### config.mk
export PLATFORM = sky130hd
export DESIGN_NAME = cdsw_rot_cell
export DESIGN_NICKNAME = d
export VERILOG_FILES = /design/src/rtl/cdsw_pkg.sv /design/src/rtl/cdsw_rot_cell.sv
export SDC_FILE = /design/constraint.sdc
export NUM_CORES = 1
export LEC_CHECK = 0
export ABC_AREA = 1
export ABC_CLOCK_PERIOD_IN_PS = 800
export BUFFER_PORTS_ARGS = -buffer_cell sky130_fd_sc_hd__buf_2
export CORE_ASPECT_RATIO = 1.75
export CORE_MARGIN = 5
export CORE_UTILIZATION = 51
export CTS_CLUSTER_SIZE = 25
export DETAILED_ROUTE_END_ITERATION = 6
export GPL_TIMING_DRIVEN = 1
export PLACE_DENSITY_LB_ADDON = 0.2
export SETUP_SLACK_MARGIN = 0.3
export SYNTH_ARGS = -nofsm -noshare
export SYNTH_HDL_FRONTEND = slang
export SYNTH_SLANG_ARGS = --single-unit
### constraint.sdc
create_clock -name clk_i -period 0.8 [get_ports clk_i]
set_input_delay 0.08 -clock clk_i [delete_from_list [all_inputs] [get_ports clk_i]]
set_output_delay 0.08 -clock clk_i [all_outputs]
set_load 0.02 [all_outputs]
### src/rtl/cdsw_pkg.sv
// ----------------------------------------------------------------------------
// cdsw_pkg
// shared types and constants of the concentric disk sample warp
// ----------------------------------------------------------------------------
package cdsw_pkg;

  localparam int unsigned AngFrac = 30;
  localparam int unsigned QW      = AngFrac + 1;   // ratio width, q <= 2^30
  localparam int unsigned RW      = 34;            // widest signed radius
  localparam int unsigned XW      = 33;            // cordic x / y width
  localparam int unsigned ZW      = 32;            // cordic angle width

  localparam logic [29:0]          Pi4Q30  = 30'd843314856;
  localparam logic signed [XW-1:0] GainQ30 = 33'sd652032874;
  localparam logic [15:0]          OutLimit = 16'd32767;

  // per-word sideband carried along the pipe
  typedef struct packed {
    logic signed [RW-1:0] r;      // signed radius
    logic                 horiz;  // horizontal sector
    logic                 neg;    // sin takes negative sign
    logic                 zero;   // exact origin
  } side_t;

  function automatic logic signed [ZW-1:0] atan_q30(input int unsigned idx);
    logic [31:0] v;
    begin
      unique case (idx)
        0:  v = 32'h3243F6A8;
        1:  v = 32'h1DAC6705;
        2:  v = 32'h0FADBAFC;
        3:  v = 32'h07F56EA6;
        4:  v = 32'h03FEAB76;
        5:  v = 32'h01FFD55B;
        6:  v = 32'h00FFFAAA;
        7:  v = 32'h007FFF55;
        8:  v = 32'h003FFFEA;
        9:  v = 32'h001FFFFD;
        10: v = 32'h000FFFFF;
        11: v = 32'h0007FFFF;
        12: v = 32'h0003FFFF;
        13: v = 32'h0001FFFF;
        14: v = 32'h0000FFFF;
        15: v = 32'h00007FFF;
        16: v = 32'h00003FFF;
        17: v = 32'h00001FFF;
        18: v = 32'h00000FFF;
        19: v = 32'h000007FF;
        20: v = 32'h000003FF;
        21: v = 32'h000001FF;
        22: v = 32'h000000FF;
        23: v = 32'h0000007F;
        24: v = 32'h0000003F;
        25: v = 32'h0000001F;
        26: v = 32'h0000000F;
        27: v = 32'h00000007;
        28: v = 32'h00000003;
        29: v = 32'h00000001;
        default: v = 32'h00000000;
      endcase
      return $signed(v);
    end
  endfunction

endpackage

### src/rtl/cdsw_rot_cell.sv
// ----------------------------------------------------------------------------
// cdsw_rot_cell
// one cordic rotation cell with a fixed shift
// ----------------------------------------------------------------------------
module cdsw_rot_cell
  import cdsw_pkg::*;
#(
  parameter int unsigned IDX = 0
) (
  input  logic                 clk_i,
  input  logic                 rst_ni,
  input  logic                 en_i,
  input  logic                 valid_i,
  input  logic signed [XW-1:0] x_i,
  input  logic signed [XW-1:0] y_i,
  input  logic signed [ZW-1:0] z_i,
  input  side_t                side_i,
  output logic                 valid_o,
  output logic signed [XW-1:0] x_o,
  output logic signed [XW-1:0] y_o,
  output logic signed [ZW-1:0] z_o,
  output side_t                side_o
);

  localparam logic signed [ZW-1:0] Atan = atan_q30(IDX);

  logic signed [XW-1:0] dx, dy, x_d, y_d;
  logic signed [ZW-1:0] z_d;

  always_comb begin
    dx = y_i >>> IDX;
    dy = x_i >>> IDX;
    if (!z_i[ZW-1]) begin
      x_d = x_i - dx;
      y_d = y_i + dy;
      z_d = z_i - Atan;
    end else begin
      x_d = x_i + dx;
      y_d = y_i - dy;
      z_d = z_i + Atan;
    end
  end

  always_ff @(posedge clk_i or negedge rst_ni) begin
    if (!rst_ni) begin
      valid_o <= 1'b0;
    end else if (en_i) begin
      valid_o <= valid_i;
    end
  end

  always_ff @(posedge clk_i) begin
    if (en_i) begin
      x_o    <= x_d;
      y_o    <= y_d;
      z_o    <= z_d;
      side_o <= side_i;
    end
  end

endmodule
==> results of run 1 <==
[per-stage QoR]
step / worst slack (ns) / hold WS, ns
4_1_cts: -0.635 / -0.211
3_3_place_gp: -1.39 / -0.146
3_5_place_dp: -1.37 / -0.142
2_1_floorplan: -1.02 / -0.216
[cell usage after synthesis (all sizes together)]
cell,n
a21oi,108
a21boi,4
mux2,1
o31ai,2
dfrtp,1
nand4,16
clkbuf,7
or2,3
xor2,40
nand2,655
ha,131
edfxtp,134
and2,7
nor3,15
o21a,1
a21o,6
mux2i,1
o21bai,16
fa,4
o22ai,8
o211ai,6
xnor2,4
buf,36
nor4,1
o21ai,84
nor2,189
inv,344
nand3,155
nand3b,2
a31oi,3
[layer usage]
layer / GRT overflow / global-route usage
met1: 14 / 0.760
met2: 696 / 1.07
met3: 12 / 0.605
met4: 273 / 0.931
met5: 6 / 0.202
[cell families after synthesis]
kind of cell    count (synthesis)  synth area share
simple gates                 1043             0.319
buf+inv                       387             0.116
compound gates                238            0.0983
fa+ha+maj                     135             0.130
flops                         135             0.306
xor+xnor                       44            0.0291
mux                             2           0.00161
[what timing repair did]
action | CTS
gates resized for setup | 559
gates cloned | 1
endpoints found under the hold margin | 43
pin swaps | 233
setup endpoints to repair | 229
setup buffers | 66
hold buffers | 17
==> reports/metrics.yaml, run 1 <==
post-synth-top-area-cell: "edfxtp_1"
ios: 275
ys_ff_latch: 135
numCtsBuffers: 17
error: "[ERROR GRT-0232] Routing congestion too high. Check the congestion heatmap in the GUI."
worstEpCategory: "register data pin"
syn_area_sq_um: 13200
clockBufferDepth: 2
track_usage: 0.826
cts.sinks: 135
num_rows: 78
grt_overflow: 1001
grt_start_max_net_pins: 36
synth_cell_types: 41
yosys_warnings: 0
syn_avg_cell_area_sq_um: 6.67
die_w_microns: 132
synth_area_leaders: "edfxtp_1, nand2_1, ha_1"
stop_stage: "5_1_grt"
gp_congestion: 1.00
postGrtWorstEndpoint: "y_o[25]$_DFFE_PP_/D"
portBuffers: 274
hpwl_microns: 46100
status: "stopped before the end"
ys_seq_area_frac: 0.306
synth_top_area_share: 0.304
die_h_microns: 223
syn-num-nets: 2258
place_inst: 2871
placed_area_sq_um: 18700
start_util: 0.514
root_buffer: "clkbuf_16"
syn_inst: 1984
cts_max_level: 4
==> run 2, diff against run 1 <==
ABC_CLOCK_PERIOD_IN_PS = 1050   (was 800)
CORE_ASPECT_RATIO = not set   (was 1.75)
CORE_UTILIZATION = 40   (was 51)
CTS_CLUSTER_SIZE = not set   (was 25)
PLACE_DENSITY_LB_ADDON = 0.15   (was 0.2)
SETUP_SLACK_MARGIN = not set   (was 0.3)
clock period = 1.05 ns   (was 0.8 ns; I/O delays follow)
==> run 2 against run 1 <==
Effect of this change:
- the flow now finishes, with violations (design-rule violations, negative setup slack)
- area after synthesis unchanged
- synthesized cell count unchanged
==> reports/metrics.yaml, run 2 <==
gp_congestion: 0.940  # was 1.00
die_w_microns: 192  # was 132 microns
top_register: "side_o"
timing_worst_setup_path_type: "input port to register"
yosys_warnings: 0  # unchanged
clockBufferDepth: 2  # unchanged
grt_pass1_vias: 16106
antenna_found_initial: 1
syn_inst: 1984  # unchanged
core_area_sq_um: 32600
pre_cts_ws_ns: -1.18  # was -1.37 ns
crit_path_top_delay_cell: "ha_4"
skew_ns: 0
setup_viol: 223
drt-total-wl_microns: 59600
p_int_uw: 16800
wl_met3_microns: 4140
synthToLayoutAreaGrowth_pct: 88.3
maxCapViolCount: 0
synth_commonest_cells: "nand2_1, inv_1, nor2_1, nand3_1, edfxtp_1"  # unchanged
yosysMostFrequentCell: "nand2_1"  # unchanged
startpoint: "x_i[4]"
track_usage: 0.299
fin_ws_ns: -0.482
synth_edf_count: 134  # unchanged
grt_pass1_wl_microns: 86100
synth_top_area_share: 0.304  # unchanged
grt_start_max_net_pins: 41
die_area_sq_um: 36800
drt-met1-wl_microns: 23100
drtIter0Drc: 1183
p_per_area_nw_per_um2: 1120
drc: 10
root_buffer: "clkbuf_16"  # unchanged
layout-drive-gt1-share: 0.562
crit_required_ns: 1.24
rr_worst_depth: 1
num_rows: 66  # was 78
power_leakage_uw: 0.0120
comb_power_share: 0.510
critical_path.max_stage_delay_ns: 0.35
power.switching_uw: 11100
utilization: 0.764
ios: 275  # unchanged
top_layer: "met4"
rrSetupSlack_ns: 0.28
cp_num_cells: 13
worst_setup_path_end_kind: "register"
synth_async_sr_flop_share: 0.00741  # unchanged
hpwl_microns: 43400  # was 46100 microns
violations: "design-rule violations, negative setup slack"
synth_ff_type: "edfxtp_1"  # unchanged
slew_headroom: 0.646
timing.rr.start: "valid_o"
syn-num-nets: 2258  # unchanged
cp_top_family: "simple AND/OR/NAND/NOR gates"
path_buf_inv: 3
ir_drop_mv: 1.26
drtPass1Iterations: 7
synth_cell_types: 41  # unchanged
period_share: 1.46
n_antenna_cell: 0
placed_area_sq_um: 18700  # about the same
ys_seq_area_frac: 0.306  # unchanged
start_util: 0.406  # was 0.514
rsz0062_at_grt: "yes"
power.total_uw: 27900
cts_max_level: 4  # unchanged
numCtsBuffers: 17  # unchanged
grt_overflow: 0
synth_area_leaders: "edfxtp_1, nand2_1, ha_1"  # unchanged
post-synth-top-area-cell: "edfxtp_1"  # unchanged
post-route-min-period_ns: 1.53
p_seq_frac: 0.257
ant_nets: 0
drv_slew: 0
whs_ns: 0.0387
clk_pin_slew_ns: 0.07
arrival_ns: 1.72
finalHoldViolCount: 0
critPathLaunchType: "input port"
syn_area_sq_um: 13200  # unchanged
avgRoutedWirePerCell_microns: 19.0
fmax_ghz: 0.653
via_per_inst: 5.16
pwr-share-clk: 0.233
r2r-end: "valid_o"
tightest_slew_ns: 0.531
endpoint: "y_o[26]"
critical_path.cell_chain: "buf_8 > inv_8 > ha_4 > nand2_4 > nor2_4 > buf_6 > nand2_4 > o211ai_1 > nand2_1 > nand3_1 > nand2_1 > nand3_2 > nand2_2"
cts.sinks: 135  # unchanged
layout_common_cells: "nand2_1, buf_4, inv_1, buf_6, nand2_2"
hold_path.class: "input port to register"
largest_registers: "side_o (37), y_o (33)"
ys_ff_latch: 135  # unchanged
final_common_cell: "nand2_1"
fin_area_sq_um: 24900
portBuffers: 274  # unchanged
finalNetCount: 2963
status: "complete, but fails checks"  # was stopped before the end
syn_avg_cell_area_sq_um: 6.67  # unchanged
largest_reg_flops: 37
routed-via-count: 16221
die_h_microns: 192  # was 223 microns
critPathMaxFanout: 6
cts_tree: "yes"
clk_latency_ns: 0.44
wl_met2_microns: 29700
swShare: 0.398
[run 2: cell counts after synthesis]
No cell type changed its count.
[run 2: worst min path at each step]
| stage | from | end | depth (start not counted) | slack, ns |
|---|---|---|---|---|
| 2_1_floorplan | rst_ni | valid_o | 0 | -0.19 |
| 3_3_place_gp | rst_ni | valid_o | 1 | -0.11 |
| 3_5_place_dp | rst_ni | valid_o | 1 | -0.12 |
| 4_1_cts | en_i | z_o[10] | 1 | 0.03 |
| 5_1_grt | en_i | z_o[10] | 1 | 0.03 |
| 6_report | en_i | z_o[10] | 1 | 0.04 |
[run 2: per-stage QoR]
| step | std cells | TNS (ns) |
|---|---|---|
| 2_1_floorplan | 1984 | -44.05 |
| 3_3_place_gp | 2982 | -77.81 |
| 3_5_place_dp | 2982 | -79.73 |
| 4_1_cts | 3107 | -30.69 |
| 5_1_grt | 3144 | -43.04 |
| 6_report | 3144 | -35.02 |
[run 2: area by class of cell]
type	count	area [sq um]
Timing Repair inverter	1	16.3
Fill cell	2252	7690
Sequential cell	135	4050
Inverter	344	1470
Multi-Input combinational cell	1462	11900
Tap cell	442	553
Clock inverter	15	186
Clock buffer	17	425
Timing Repair Buffer	728	6350
[run 2: kinds of logic after synthesis]
kind of cell | share of synthesized area
XOR/XNOR | 0.0291
flip-flops | 0.306
adder cells (fa/ha/maj) | 0.130
buffers and inverters | 0.116
AO/OA/AOI/OAI | 0.0983
multiplexers | 0.00161
AND/OR/NAND/NOR | 0.319
[run 2: per-layer routing]
metal / up-vias / GRT usage
li1: 7711 / -
met1: 7677 / 0.360
met2: 681 / 0.538
met3: 152 / 0.0498
met4: 0 / 0.104
met5: - / 0
[run 2: what timing repair did]
item                                    CTS  global route
endpoints found under the hold margin    42             0
gates resized for setup                 683           498
setup buffers                            58            45
endpoints found under the setup margin  224           223
hold buffers                             43             0
pin swaps                               206           217
cloned                                    2             0
[run 2: power groups by stage]
stage	Sequential (uW)	Clock, uW	Combinational (uW)
floorplan	8000	0	4990
global placement	7130	0	9990
detailed placement	7140	0	10100
CTS	7120	6520	12400
global route	7240	6810	15100
finish	7190	6490	14200
Power figures use the tool's default switching activity.
==> run 3, diff against run 2 <==
--- a/config.mk
+++ b/config.mk
@@ -11,4 +11,5 @@
 export CORE_MARGIN = 5
 export CORE_UTILIZATION = 40
+export CTS_BUF_LIST = sky130_fd_sc_hd__clkbuf_16
 export DETAILED_ROUTE_END_ITERATION = 6
 export GPL_TIMING_DRIVEN = 1
==> constraint.sdc (replaced) <==
create_clock -name clk_i -period 1.05 [get_ports clk_i]
set_input_delay 0.0525 -clock clk_i [delete_from_list [all_inputs] [get_ports clk_i]]
set_output_delay 0.0525 -clock clk_i [all_outputs]
set_load 0.02 [all_outputs]
==> run 3 against run 2 <==
Effect of this change:
- maximum frequency increased by 2.0%
- hold slack lost 0.0027 ns
- count of clock-buffer cells in the layout did not move
- die area stayed put
- critical endpoint unchanged
- critical path type unchanged
- the flow finishes with violations (negative setup slack)
==> reports/metrics.yaml, run 3 (synthesis results as in run 2) <==
placed_area_sq_um: 18800  # was 18700 sq um
critical_path.max_stage_delay_ns: 0.38  # was 0.35 ns
cts_max_level: 4  # unchanged
antenna_found_initial: 0  # was 1
skew_ns: 0  # unchanged
critical_path.cell_chain: "buf_8 > inv_8 > ha_4 > nand2_4 > nor2_4 > nand2_2 > o211ai_1 > nand2_1 > nand3_1 > nand2_1 > nand3_1 > nand2_1"  # was buf_8 > inv_8 > ha_4 > nand2_4 > nor2_4 > buf_6 > nand2_4 > o211ai_1 > nand2_1 > nand3_1 > nand2_1 > nand3_2 > nand2_2
power_leakage_uw: 0.0117  # was 0.0120 uW
grt_pass1_vias: 15996  # was 16106
track_usage: 0.295  # was 0.299
largest_reg_flops: 37  # unchanged
slew_headroom: 0.527  # was 0.646
crit_path_top_delay_cell: "ha_4"  # unchanged
numCtsBuffers: 17  # unchanged
drt-total-wl_microns: 57400  # was 59600 microns
worst_setup_path_end_kind: "register"  # unchanged
maxCapViolCount: 0  # unchanged
largest_registers: "side_o (37), y_o (33)"  # unchanged
grt_pass1_wl_microns: 84800  # was 86100 microns
arrival_ns: 1.68  # was 1.72 ns
die_h_microns: 192  # unchanged
drc: 0  # was 10
status: "complete, but fails checks"  # unchanged
rsz0062_at_grt: "yes"  # unchanged
fmax_ghz: 0.666  # was 0.653 GHz
portBuffers: 274  # unchanged
rrSetupSlack_ns: 0.25  # was 0.28 ns
hpwl_microns: 44200  # was 43400 microns
routed-via-count: 15884  # was 16221
cp_top_family: "simple AND/OR/NAND/NOR gates"  # unchanged
via_per_inst: 5.05  # was 5.16
n_antenna_cell: 0  # unchanged
hold_path_end: "y_o[0]"  # was z_o[10]
path_buf_inv: 2  # was 3
crit_required_ns: 1.23  # was 1.24 ns
cts.sinks: 135  # unchanged
grt_start_max_net_pins: 55  # was 41
finalNetCount: 2963  # unchanged
setup_tns_ns: -28.33  # was -35.02 ns
cts_tree: "yes"  # unchanged
layout_common_cells: "nand2_1, buf_4, inv_1, nand2_2, buf_2"  # was nand2_1, buf_4, inv_1, buf_6, nand2_2
drtPass1Iterations: 6  # was 7
core_area_sq_um: 32600  # unchanged
fin_ws_ns: -0.452  # was -0.482 ns
clk_latency_ns: 0.43  # was 0.44 ns
grt_overflow: 0  # unchanged
setup_viol: 107  # was 223
start_util: 0.406  # unchanged
min-delay-start: "y_i[0]"  # was en_i
top_register: "side_o"  # unchanged
critPathLaunchType: "input port"  # unchanged
violations: "negative setup slack"  # was design-rule violations, negative setup slack
tightest_slew_ns: 0.709  # was 0.531 ns
drv_slew: 0  # unchanged
pre_cts_ws_ns: -1.13  # was -1.18 ns
die_area_sq_um: 36800  # unchanged
crit_top_cell: "nand2_1"
timing_worst_setup_path_type: "input port to register"  # unchanged
ir_drop_mv: 1.15  # was 1.26 mV
critPathMaxFanout: 7  # was 6
clockBufferDepth: 2  # unchanged
synthToLayoutAreaGrowth_pct: 81.6  # was 88.3%
rr_worst_depth: 1  # unchanged
utilization: 0.737  # was 0.764
root_buffer: "clkbuf_16"  # unchanged
min_path_cells: 3  # was 1
finalHoldViolCount: 0  # unchanged
die_w_microns: 192  # unchanged
gp_congestion: 0.943  # was 0.940
avgRoutedWirePerCell_microns: 18.3  # was 19.0 microns
layout-drive-gt1-share: 0.529  # was 0.562
r2r-end: "valid_o"  # unchanged
num_rows: 66  # unchanged
p_per_area_nw_per_um2: 1120  # about the same
drtIter0Drc: 1016  # was 1183
fin_area_sq_um: 24000  # was 24900 sq um
hold_path.class: "input port to register"  # unchanged
post-route-min-period_ns: 1.50  # was 1.53 ns
period_share: 1.43  # was 1.46
final_common_cell: "nand2_1"  # unchanged
ant_nets: 0  # unchanged
clk_pin_slew_ns: 0.06  # was 0.07 ns
timing.rr.start: "valid_o"  # unchanged
ios: 275  # unchanged
## run 3: cell count changes in the layout (fill, tap and decap cells not counted), moves of 7 or more
cell | before | now
buf_6 | 204 | 151
buf_2 | 126 | 162
nand2_1 | 373 | 406
nand2_4 | 94 | 71
inv_1 | 238 | 258
buf_4 | 325 | 340
inv_2 | 69 | 57
a21oi_4 | 29 | 20
nand2_2 | 181 | 172
nor2_1 | 70 | 79
a21oi_2 | 47 | 55
inv_4 | 20 | 13
## run 3: how the worst max path moves through the flow
stage                        from       to  slack, ns  cells after the start
after detailed placement  z_i[31]  z_o[29]      -1.13                     11
after global routing       x_i[7]  x_o[25]      -0.52                     13
after CTS                  x_i[7]  y_o[26]      -0.36                     12
after floorplan           z_i[31]  z_o[29]      -0.74                     14
final                      x_i[8]  y_o[26]      -0.45                     12
after global placement    z_i[31]  z_o[29]      -1.17                     11
## run 3: what timing repair did
action,in CTS,in global routing
resized for setup,507,444
hold endpoints to repair,54,0
gates cloned,1,0
setup endpoints to repair,121,181
pin swaps,205,217
hold buffers,44,0
setup buffers,41,51
## run 3: layer usage
| metal | wire length, microns | global-route usage | vias up |
|---|---|---|---|
| met5 | 0 | 0 | - |
| met4 | 2140 | 0.102 | 0 |
| met3 | 3850 | 0.0463 | 119 |
| met2 | 28400 | 0.524 | 591 |
| met1 | 23000 | 0.362 | 7472 |
| li1 | - | - | 7702 |
## run 3: cell type report
type                       count  area [sq um]
sequential                   135          4050
inverter                     344          1470
multi-input combinational   1462         11300
timing repair buffer         729          6090
fill                        2467          8590
clock inverter                15           180
clock buffer                  17           425
tap                          442           553
## run 3: per-stage QoR
stage / total power (uW) / std cells / hold WS [ns]
global route: 28300 / 3144 / 0.0270
floorplan: 13000 / 1984 / -0.243
detailed placement: 17300 / 2990 / -0.167
CTS: 25500 / 3104 / 0.0273
global placement: 17200 / 2990 / -0.166
finish: 27000 / 3144 / 0.0361
## run 3: power by group
part	leakage [uW]	internal [uW]	switching, uW
Combinational	0.0101	5960	7460
Sequential	0.00132	6820	316
Clock	0.000296	3610	2860
