### src/rtl/cdsw_pkg.sv
// ----------------------------------------------------------------------------
// cdsw_pkg
// shared types and constants of the concentric disk sample warp
// ----------------------------------------------------------------------------
package cdsw_pkg;

  localparam int unsigned AngFrac = 30;
  localparam int unsigned QW      = AngFrac + 1;   // ratio width, q <= 2^30
  localparam int unsigned RW      = 34;            // widest signed radius
  localparam int unsigned XW      = 33;            // cordic x / y width
  localparam int unsigned ZW      = 32;            // cordic angle width

  localparam logic [29:0]          Pi4Q30  = 30'd843314856;
  localparam logic signed [XW-1:0] GainQ30 = 33'sd652032874;
  localparam logic [15:0]          OutLimit = 16'd32767;

  // per-word sideband carried along the pipe
  typedef struct packed {
    logic signed [RW-1:0] r;      // signed radius
    logic                 horiz;  // horizontal sector
    logic                 neg;    // sin takes negative sign
    logic                 zero;   // exact origin
  } side_t;

  function automatic logic signed [ZW-1:0] atan_q30(input int unsigned idx);
    logic [31:0] v;
    begin
      unique case (idx)
        0:  v = 32'h3243F6A8;
        1:  v = 32'h1DAC6705;
        2:  v = 32'h0FADBAFC;
        3:  v = 32'h07F56EA6;
        4:  v = 32'h03FEAB76;
        5:  v = 32'h01FFD55B;
        6:  v = 32'h00FFFAAA;
        7:  v = 32'h007FFF55;
        8:  v = 32'h003FFFEA;
        9:  v = 32'h001FFFFD;
        10: v = 32'h000FFFFF;
        11: v = 32'h0007FFFF;
        12: v = 32'h0003FFFF;
        13: v = 32'h0001FFFF;
        14: v = 32'h0000FFFF;
        15: v = 32'h00007FFF;
        16: v = 32'h00003FFF;
        17: v = 32'h00001FFF;
        18: v = 32'h00000FFF;
        19: v = 32'h000007FF;
        20: v = 32'h000003FF;
        21: v = 32'h000001FF;
        22: v = 32'h000000FF;
        23: v = 32'h0000007F;
        24: v = 32'h0000003F;
        25: v = 32'h0000001F;
        26: v = 32'h0000000F;
        27: v = 32'h00000007;
        28: v = 32'h00000003;
        29: v = 32'h00000001;
        default: v = 32'h00000000;
      endcase
      return $signed(v);
    end
  endfunction

endpackage

### src/rtl/cdsw_div_cell.sv
// ----------------------------------------------------------------------------
// cdsw_div_cell
// one restoring division cell, settles one quotient bit
// ----------------------------------------------------------------------------
module cdsw_div_cell
  import cdsw_pkg::*;
#(
  parameter int unsigned W     = 18,
  parameter int unsigned BIT   = 30,
  parameter bit          FIRST = 1'b0
) (
  input  logic          clk_i,
  input  logic          rst_ni,
  input  logic          en_i,
  input  logic          valid_i,
  input  logic [W-1:0]  rem_i,
  input  logic [W-1:0]  lg_i,
  input  logic [QW-1:0] q_i,
  input  side_t         side_i,
  output logic          valid_o,
  output logic [W-1:0]  rem_o,
  output logic [W-1:0]  lg_o,
  output logic [QW-1:0] q_o,
  output side_t         side_o
);

  logic [W-1:0]  rem_sh, rem_d;
  logic [QW-1:0] q_d;
  logic          ge;

  always_comb begin
    rem_sh = FIRST ? rem_i : {rem_i[W-2:0], 1'b0};
    ge     = rem_sh >= lg_i;
    rem_d  = ge ? rem_sh - lg_i : rem_sh;
    q_d    = q_i;
    q_d[BIT] = ge;
  end

  always_ff @(posedge clk_i or negedge rst_ni) begin
    if (!rst_ni) begin
      valid_o <= 1'b0;
    end else if (en_i) begin
      valid_o <= valid_i;
    end
  end

  always_ff @(posedge clk_i) begin
    if (en_i) begin
      rem_o  <= rem_d;
      lg_o   <= lg_i;
      q_o    <= q_d;
      side_o <= side_i;
    end
  end

endmodule

### config.mk
export PLATFORM = sky130hd
export DESIGN_NAME = cdsw_div_cell
export DESIGN_NICKNAME = d
export VERILOG_FILES = /design/src/rtl/cdsw_pkg.sv /design/src/rtl/cdsw_div_cell.sv
export SDC_FILE = /design/constraint.sdc
export NUM_CORES = 1
export LEC_CHECK = 0
export BUFFER_PORTS_ARGS = -buffer_cell sky130_fd_sc_hd__buf_2
export CAP_MARGIN = 20
export CORE_MARGIN = 4
export CORE_UTILIZATION = 50
export CTS_BUF_LIST = sky130_fd_sc_hd__clkbuf_4 sky130_fd_sc_hd__clkbuf_8 sky130_fd_sc_hd__clkbuf_16
export DETAILED_ROUTE_END_ITERATION = 6
export GPL_TIMING_DRIVEN = 0
export PLACE_DENSITY = 0.94
export SLEW_MARGIN = 10
export SYNTH_ARGS = -nofsm -noshare
export SYNTH_HDL_FRONTEND = slang
export SYNTH_SLANG_ARGS = --single-unit
### constraint.sdc
create_clock -name clk_i -period 1.6 [get_ports clk_i]
set_clock_uncertainty 0.05 [all_clocks]
set_input_delay 0.16 -clock clk_i [delete_from_list [all_inputs] [get_ports clk_i]]
set_output_delay 0.16 -clock clk_i [all_outputs]
set_load 0.05 [all_outputs]
; Yosys cells after proc, flatten, opt, wreduce, memory -nomap -nowiden
; Cells that the tools add are included.
[classes]
n_addsub = 1
n_lt_le_gt_ge = 1
mux = 1
[op_table]
columns = op, n
row1 = $ge 18x18->1, 1
row2 = $mux 18, 1
row3 = $sub 18x18->18, 1
[word_totals]
reg_bits = 105
in_bits = 108

; Depth between registers and ports, before layout
; Gate-level depths: netlist (run 1).
[logic_depth]
ltp_word = 2
mapped_depth = 11

; Worst setup path after synthesis (run 1)
; No wires, ideal clock.
[synth_path]
path_kind = input-to-reg
from = input port lg_i[3]
to = register rem_o[10] (data pin)
arrival_time_ns = 2.015
path_slack_ns = -0.725
stages = 10
path_buffers = 1
path_cell_list = inv_1 > ha_1 > o211ai_2 > a21oi_2 > o41a_4 > o21ai_4 > o211a_4 > inv_4 > buf_12 > mux2_4
[synth_via]
elab_chain_len = 2
[synth_lines]
columns = element, line_no
row1 = start: declaration, cdsw_div_cell.sv:17  ; input logic [W-1:0] lg_i,
row2 = $ge 18x18->1, cdsw_div_cell.sv:33  ; ge = rem_sh >= lg_i;
row3 = named net ge, cdsw_div_cell.sv:29  ; logic ge;
row4 = $mux 18, cdsw_div_cell.sv:34  ; rem_d = ge ? rem_sh - lg_i : rem_sh;
row5 = named net rem_d[10], cdsw_div_cell.sv:27  ; logic [W-1:0] rem_sh, rem_d;
row6 = end signal: assignment, cdsw_div_cell.sv:49  ; rem_o <= rem_d;
row7 = end: declaration, cdsw_div_cell.sv:21  ; output logic [W-1:0] rem_o,
; The timed path passes the listed nets, and every way through them passes these cells.
; A chain may end at the register's enable or synchronous reset.

; Final worst setup path (run 1)
[layout_path]
from = input port lg_i[12]
to = register rem_o[15] (data pin)
[layout_via]
elab_chain_len = 2
[layout_lines]
columns = element, line_no
row1 = $sub 18x18->18 or $ge 18x18->1 (tied branches), "cdsw_div_cell.sv:34, cdsw_div_cell.sv:33"
row2 = $mux 18 *, cdsw_div_cell.sv:34
row3 = named net rem_d[15], cdsw_div_cell.sv:27
; The timed path passes the listed nets; every way through them passes the cells marked *.

==> impl_metrics.csv, run 1 <==
group,metric,value,unit
run_status,outcome,"finished with violations",
run_status,violations,"negative setup slack",
synth,post_synth_net_total,403,
cts,numCtsBuffers,9,
critical_path,critical_path_buf_inv_count,3,
sta,tightest_slew,0.613,ns
placed_design,place.detailed.instances,595,
drt,drt_iter0_drc,483,
drt,remaining_drc_errors,0,
synth,avgSynthCellArea,16.1,sq um
synth,area_fraction_of_the_dominant_cell_type_after_synthesis,70.4,%
drt,detailroute.wirelength.met3,2380,microns
finish,drive_gt1_share,53.9,%
sta,final.min_clock_period,2.10,ns
cts,clk_latency,0.37,ns
drt,top_layer_used,"met4",
die,fp.dieArea,10400,sq um
sta,report.final.setup_viol,19,
synth,synth_edf_count,104,
min_path,worstHoldPathType,"primary input to register",
drt,drt_first_pass_iters,5,
finish,area_growth_syn_to_layout,69.5,%
drt,finalWirelength,20500,microns
finish,layout.filler_cells,356,
die,die_height,102,microns
cts,cts.root.buffer_cell,"sky130_fd_sc_hd__clkbuf_8",
sta,postLayoutSetupSlackWorst,-0.499,ns
critical_path,max_stage_delay,0.34,ns
finish,ff_latch_area,3150,sq um
finish,commonest_non_fill_non_tap_cells_in_the_layout,"sky130_fd_sc_hd__buf_2, sky130_fd_sc_hd__edfxtp_1, sky130_fd_sc_hd__dlygate4sd3_1",
sta,unrepaired_setup_endpoints_after_global_routing,"true",
power_and_ir_drop,ir_drop,0.000619,V
critical_path,worst-r2r-cell-count,1,
synth,post_synth_arst_share,0.952,%
sta,timing.fmax,476,MHz
sta,finalMaxSlewViolations,0,
power_and_ir_drop,p_leak,3.22,nW
critical_path,critical_path.endpoint_type,"register",
drt,detail_route.wl_per_cell,28.1,microns
cts,htree_levels,3,
placed_design,dp_hpwl,9420,microns
synth,synthesis.instances,276,
synth,synth_warnings,0,
synth,synth_seq_area_share,71.0,%
critical_path,timing.critical_path.cells,"buf_2 -> inv_2 -> ha_4 -> buf_4 -> nand2_1 -> nor2_1 -> nand3_1 -> o21ai_1 -> xor2_1 -> mux2_4",
drt,ant_nets,0,
power_and_ir_drop,powerDensity,1040,nW/um^2
die,die_width,102,microns
synth,synth.ff_latch_count,105,
placed_design,port_buffers,210,
critical_path,cp_top_family,"simple AND/OR/NAND/NOR gates",
critical_path,rr_startpoint,"valid_o",
grt,grt_pass1_wl,25300,microns
synth,synth.largest_area_cell,"sky130_fd_sc_hd__edfxtp_1",
cts,cts.sink_count,105,
grt,grt_pass1_vias,4237,
critical_path,critical_path_required,1.69,ns
grt,number_of_antenna_violations_at_the_first_check_in_global_routing,0,
critical_path,worst_path_max_delay_cell,"sky130_fd_sc_hd__nor2_1",
grt,groute.usage.overall,33.4,%
die,num_rows,34,
finish,finalNetCount,743,
critical_path,worst_setup_path_start_kind,"primary input",
cts,ctsLongestPathBuffers,2,
placed_design,pre_cts_slack,-1.01,ns
drt,routedLengthMet1,6930,microns
synth,ys_types,48,
min_path,cell_depth_of_the_worst_min_delay_path,2,
grt,pin_count_of_the_biggest_net_entering_global_routing,64,
critical_path,r2r-end,"valid_o",
die,floorplan.initialDensity,51.1,%
sta,totalNegativeSetupSlack,-8.20,ns
min_path,min-delay-start,"rem_i[2]",
drt,met2WireLength,9910,microns
critical_path,r2r_setup_slack,0.72,ns
sta,timing.final.crit_share,131,%
critical_path,cp_max_fo,4,
sta,hold_viol,0,
finish,fin_cells,729,
die,io_pins,213,
synth,synthesis.area,4440,sq um
finish,area_of_the_multi_input_gates,1600,sq um
finish,layout.cells.most_common,"sky130_fd_sc_hd__buf_2",
cts,clkSlewWorstSetupHoldPaths,0.11,ns
synth,yosys_most_used_dff,"sky130_fd_sc_hd__edfxtp_1",
min_path,holdPathEnd,"rem_o[3]",
critical_path,start_to_end_type_of_the_worst_setup_path,"primary input to register",
drt,viasPerCell,5.98,
flow_run,maxCapViolCount,0,
sta,maxSlewHeadroom,59.1,%
placed_design,gp_congestion,0.919,
synth,synth.area.top_cells,"sky130_fd_sc_hd__edfxtp_1, sky130_fd_sc_hd__ha_1, sky130_fd_sc_hd__mux2_4",
cts,tritoncts,"built",
critical_path,worstPathArrival,2.19,ns
die,core_area,8680,sq um
grt,globalRouteOverflowTotal,0,
drt,vias,4361,
finish,insertedDiodeCount,0,
==> flip-flops by register name (all words and copies together), names as in the netlist <==
name and flops:
lg_o 18, q_o 31, rem_o 18, side_o 37
valid_o 1
==> metal layers <==
metal,up-vias,track usage (%)
met3,112,8.46
li1,1743,-
met2,436,57.8
met4,0,17.1
met1,2070,38.2
met5,-,0
==> cell usage after synthesis (2+ instances only) <==
cell type,instances
sky130_fd_sc_hd__a211oi_1,2
sky130_fd_sc_hd__a21o_1,4
sky130_fd_sc_hd__a21oi_1,16
sky130_fd_sc_hd__and3_1,2
sky130_fd_sc_hd__edfxtp_1,104
sky130_fd_sc_hd__ha_1,18
sky130_fd_sc_hd__inv_1,19
sky130_fd_sc_hd__mux2_2,6
sky130_fd_sc_hd__mux2_4,8
sky130_fd_sc_hd__nand2_1,15
sky130_fd_sc_hd__nand2b_1,5
sky130_fd_sc_hd__nand3_1,2
sky130_fd_sc_hd__nor2_1,12
sky130_fd_sc_hd__nor2b_1,2
sky130_fd_sc_hd__nor3_1,3
sky130_fd_sc_hd__o21a_1,3
sky130_fd_sc_hd__o21ai_0,12
sky130_fd_sc_hd__o21bai_1,2
sky130_fd_sc_hd__o41ai_1,2
sky130_fd_sc_hd__xnor2_1,7
sky130_fd_sc_hd__xor2_1,5
==> worst max path at each step <==
stage	startpoint	end	slack (ns)	cells after the start
2_1_floorplan	lg_i[5]	rem_o[10]	-0.65	9
3_3_place_gp	lg_i[5]	rem_o[9]	-1.0	10
3_5_place_dp	lg_i[5]	rem_o[11]	-1.01	10
4_1_cts	lg_i[3]	rem_o[14]	-0.39	10
5_1_grt	lg_i[12]	rem_o[15]	-0.56	10
6_report	lg_i[12]	rem_o[15]	-0.50	10
==> final cells by class <==
| class | count | area share, % |
|---|---|---|
| tap | 108 | 1.80 |
| clock inverter | 7 | 0.948 |
| clock buffer | 9 | 1.65 |
| timing repair buffer | 330 | 30.9 |
| multi-input combinational | 149 | 21.2 |
| buffer | 1 | 0.266 |
| inverter | 20 | 1.36 |
| sequential | 105 | 41.8 |
==> repair_timing <==
action,in CTS,in global routing
buffers inserted,15,18
cloned,1,0
setup endpoints to repair,19,19
resized for setup,58,49
hold endpoints to repair,87,0
hold buffers,87,0
pin swaps,11,19
==> where the power goes <==
| part | internal (mW) | switching [mW] | leakage [nW] |
|---|---|---|---|
| Clock | 0.614 | 1.13 | 0.0982 |
| Combinational | 0.945 | 1.73 | 2.09 |
| Sequential | 3.31 | 0.103 | 1.03 |
| Total | 4.87 | 2.97 | 3.22 |
==> cells by family after synthesis <==
| group | count (synthesis) | synth area share [%] |
|---|---|---|
| fa+ha+maj | 19 | 5.53 |
| mux | 15 | 4.46 |
| simple gates | 47 | 5.25 |
| compound gates | 56 | 9.17 |
| buf+inv | 22 | 2.28 |
| flops | 105 | 71.0 |
| xor+xnor | 12 | 2.37 |
==> per-stage QoR <==
stage / instance area [sq um] / power [mW] / utilization (%) / hold slack, ns
after floorplan: 4560 / 4.84 / - / -0.186
after global placement: 5750 / 5.33 / 66.2 / -0.115
after detailed placement: 5780 / 5.41 / 66.6 / -0.103
after CTS: 7220 / 7.34 / 83.2 / 0.0353
after global routing: 7520 / 8.01 / 86.7 / 0.0347
final: 7520 / 7.84 / 86.7 / 0.0522
(Power assumes the default switching activity.)
==> run 2, diff against run 1 <==
--- a/config.mk
+++ b/config.mk
@@ -5,6 +5,7 @@
 export SDC_FILE = /design/constraint.sdc
 export NUM_CORES = 1
 export LEC_CHECK = 0
+export ABC_AREA = 1
 export BUFFER_PORTS_ARGS = -buffer_cell sky130_fd_sc_hd__buf_2
 export CAP_MARGIN = 20
 export CORE_MARGIN = 4
@@ -12,7 +13,7 @@
 export CTS_BUF_LIST = sky130_fd_sc_hd__clkbuf_4 sky130_fd_sc_hd__clkbuf_8 sky130_fd_sc_hd__clkbuf_16
 export DETAILED_ROUTE_END_ITERATION = 6
 export GPL_TIMING_DRIVEN = 0
-export PLACE_DENSITY = 0.94
+export PLACE_DENSITY = 0.93
 export SLEW_MARGIN = 10
 export SYNTH_ARGS = -nofsm -noshare
 export SYNTH_HDL_FRONTEND = slang
==> run 2 against run 1 <==
- the run still ends with negative setup slack left
- critical path depth grew 5
- global-route usage shrank 1.2 points
- clock-buffer cell count grew 1
- register-to-register slack better by 0.02 ns
- sequential power barely moved
- synthesized area is 1.7% higher
- via count is 0.55% lower
- combinational power shrank 13%
- hold slack worse by 0.044 ns
- largest power group unchanged
==> impl_metrics.csv, run 2 <==
group,metric,value,unit
die,core_area,8760,sq um
finish,layout.filler_cells,454,
finish,largest_reg_flops,37,
power_and_ir_drop,p_int,4.65,mW
cts,cts.root.buffer_cell,"sky130_fd_sc_hd__clkbuf_8",
finish,fin_cells,809,
sta,maxSlewHeadroom,69.6,%
placed_design,place.detailed.instances,700,
die,num_rows,34,
drt,drt_first_pass_iters,5,
grt,grt_pass1_vias,4555,
grt,groute.usage.overall,32.2,%
placed_design,dp_hpwl,9780,microns
cts,clkSlewWorstSetupHoldPaths,0.12,ns
synth,synth.ff_latch_count,105,
cts,clk_latency,0.39,ns
cts,ctsLongestPathBuffers,2,
cts,htree_levels,3,
sta,totalNegativeSetupSlack,-0.00648,ns
critical_path,critical_path_required,1.68,ns
critical_path,worst_setup_path_start_kind,"primary input",
synth,synth.area.top_cells,"sky130_fd_sc_hd__edfxtp_1, sky130_fd_sc_hd__nand2_1, sky130_fd_sc_hd__ha_1",
sta,hold_viol,0,
die,die_height,103,microns
run_status,violations,"negative setup slack",
sta,report.final.setup_viol,2,
finish,drive_gt1_share,42.2,%
finish,top_regs,"side_o (37), q_o (31)",
synth,yosys_most_used_dff,"sky130_fd_sc_hd__edfxtp_1",
cts,tritoncts,"built",
sta,timing.final.crit_share,100,%
critical_path,worstPathArrival,1.69,ns
power_and_ir_drop,power.switching_fraction,37.3,%
grt,grt_pass1_wl,24900,microns
power_and_ir_drop,p_leak,3.31,nW
min_path,worstHoldPathType,"primary input to asynchronous set/reset pin",
synth,synthesis.instances,381,
synth,post-synth-top-count-cell,"sky130_fd_sc_hd__nand2_1",
finish,layout.cells.most_common,"sky130_fd_sc_hd__buf_2",
synth,ys_top_cells_by_count,"sky130_fd_sc_hd__nand2_1, sky130_fd_sc_hd__edfxtp_1, sky130_fd_sc_hd__inv_1, sky130_fd_sc_hd__ha_1",
die,fp.dieArea,10600,sq um
synth,post_synth_arst_share,0.952,%
synth,synth_warnings,0,
synth,ys_types,24,
sta,final.min_clock_period,1.60,ns
placed_design,gp_congestion,0.926,
die,io_pins,213,
drt,viasPerCell,5.36,
finish,max_flop_register,"side_o",
finish,finalNetCount,821,
power_and_ir_drop,power_frac_clock,22.7,%
synth,avgSynthCellArea,11.8,sq um
finish,finish.utilization,81.9,%
sta,fin_worst_hold_slack,0.00780,ns
drt,remaining_drc_errors,0,
power_and_ir_drop,ir_drop,0.000724,V
drt,ant_nets,0,
sta,tightest_slew,0.456,ns
synth,synth_edf_count,104,
sta,unrepaired_setup_endpoints_after_global_routing,"true",
critical_path,critical_path.endpoint_type,"register",
flow_run,maxCapViolCount,0,
power_and_ir_drop,sequentialPowerShare,45.9,%
drt,finalWirelength,17400,microns
cts,numCtsBuffers,9,
synth,area_fraction_of_the_dominant_cell_type_after_synthesis,69.2,%
synth,post_synth_net_total,508,
sta,finalMaxSlewViolations,0,
placed_design,port_buffers,210,
drt,vias,4337,
critical_path,cp_max_fo,6,
power_and_ir_drop,switchingPower,2.76,mW
grt,globalRouteOverflowTotal,0,
critical_path,start_to_end_type_of_the_worst_setup_path,"primary input to register",
sta,postLayoutSetupSlackWorst,-0.00425,ns
grt,pin_count_of_the_biggest_net_entering_global_routing,74,
synth,synth_seq_area_share,69.7,%
drt,drt_iter0_drc,308,
power_and_ir_drop,finalPower,7.42,mW
finish,area_growth_syn_to_layout,58.9,%
die,floorplan.initialDensity,51.5,%
placed_design,pre_cts_slack,-0.363,ns
power_and_ir_drop,power.share.combinational,31.4,%
finish,commonest_non_fill_non_tap_cells_in_the_layout,"sky130_fd_sc_hd__buf_2, sky130_fd_sc_hd__nand2_1, sky130_fd_sc_hd__edfxtp_1",
drt,detail_route.wl_per_cell,21.6,microns
cts,cts.sink_count,105,
sta,timing.fmax,623,MHz
finish,stdcell_area,7170,sq um
placed_design,placedInstanceArea,5980,sq um
synth,synthesis.area,4510,sq um
synth,synth.largest_area_cell,"sky130_fd_sc_hd__edfxtp_1",
power_and_ir_drop,powerDensity,1030,nW/um^2
run_status,outcome,"finished with violations",
grt,number_of_antenna_violations_at_the_first_check_in_global_routing,0,
critical_path,r2r_setup_slack,0.74,ns
die,die_width,103,microns
## run 2: cell count changes after synthesis, sizes merged, moves of 5 or more
cell / change
nand3: +16
nor2: +6
mux2: -13
o21ai: -7
nand2b: -5
nand2: +111
xnor2: -6
inv: +35
## run 2: critical path: stages
cell	delay, ns
sky130_fd_sc_hd__buf_2	0.13
sky130_fd_sc_hd__inv_4	0.04
sky130_fd_sc_hd__ha_4	0.24
sky130_fd_sc_hd__nand2_4	0.08
sky130_fd_sc_hd__inv_1	0.05
sky130_fd_sc_hd__nand2_1	0.09
sky130_fd_sc_hd__nand2_2	0.08
sky130_fd_sc_hd__a21oi_2	0.18
sky130_fd_sc_hd__nand2_2	0.08
sky130_fd_sc_hd__nand2_2	0.08
sky130_fd_sc_hd__nand2_4	0.06
sky130_fd_sc_hd__buf_6	0.14
sky130_fd_sc_hd__buf_12	0.13
sky130_fd_sc_hd__nand3_1	0.08
sky130_fd_sc_hd__nand2_1	0.06
## run 2: per-layer routing
layer	share of wire, %	vias to the layer above	routed length (microns)	global-route usage, %
met5	0	-	0	0
met4	5.0	0	881	18.0
met3	10	89	1820	10.6
met2	50	308	8650	54.8
met1	35	2044	6100	35.5
li1	-	1896	-	-
## run 2: kinds of logic (layout without fill, tap and decap cells)
| family | Yosys count | after routing | synth area share [%] |
|---|---|---|---|
| AOI/OAI and AO/OA | 20 | 20 | 2.22 |
| xor gates and xnor gates | 9 | 9 | 1.75 |
| adders and majority gates | 19 | 19 | 5.43 |
| buffers and inverters | 58 | 376 | 5.32 |
| DFF | 105 | 105 | 69.7 |
| muxes | 1 | 1 | 0.249 |
| other | 0 | 2 | 0 |
| and+or+nand+nor | 169 | 169 | 15.3 |
## run 2: final cells by class
cell class,count,area (sq um),area share [%]
diodes,2,5.00,0.0698
plain buffers,3,37.5,0.523
clock buffers,10,131,1.83
clock inverters,6,57.6,0.802
inverters,55,224,3.12
multi-input cells,218,1420,19.8
flip-flops and latches,105,3150,43.9
well taps,108,135,1.88
repair buffers,302,2020,28.1
## run 2: power groups by stage
stage | clock network, mW | registers [mW] | logic [mW]
3_3_place_gp | 0 | 3.43 | 1.95
5_1_grt | 1.81 | 3.42 | 2.44
3_5_place_dp | 0 | 3.44 | 1.99
2_1_floorplan | 0 | 4.32 | 0.522
4_1_cts | 1.61 | 3.38 | 2.17
6_report | 1.68 | 3.41 | 2.33
## run 2: timing repair
item | in CTS | in global routing
hold buffers | 87 | 0
hold endpoints to repair | 87 | 0
gates resized for setup | 0 | 24
buffers inserted | 0 | 3
endpoints found under the setup margin | 0 | 14
## run 2: path summary, 6_finish.rpt
path	start	endpoint	depth (start not counted)
max	lg_i[8]	rem_o[15]	15
max in group asynchronous	rst_ni	valid_o	2
max reg2reg	valid_o	valid_o	1
min	rst_ni	valid_o	2
min reg2reg	valid_o	valid_o	1
min in group clk_i	rem_i[16]	rem_o[17]	3
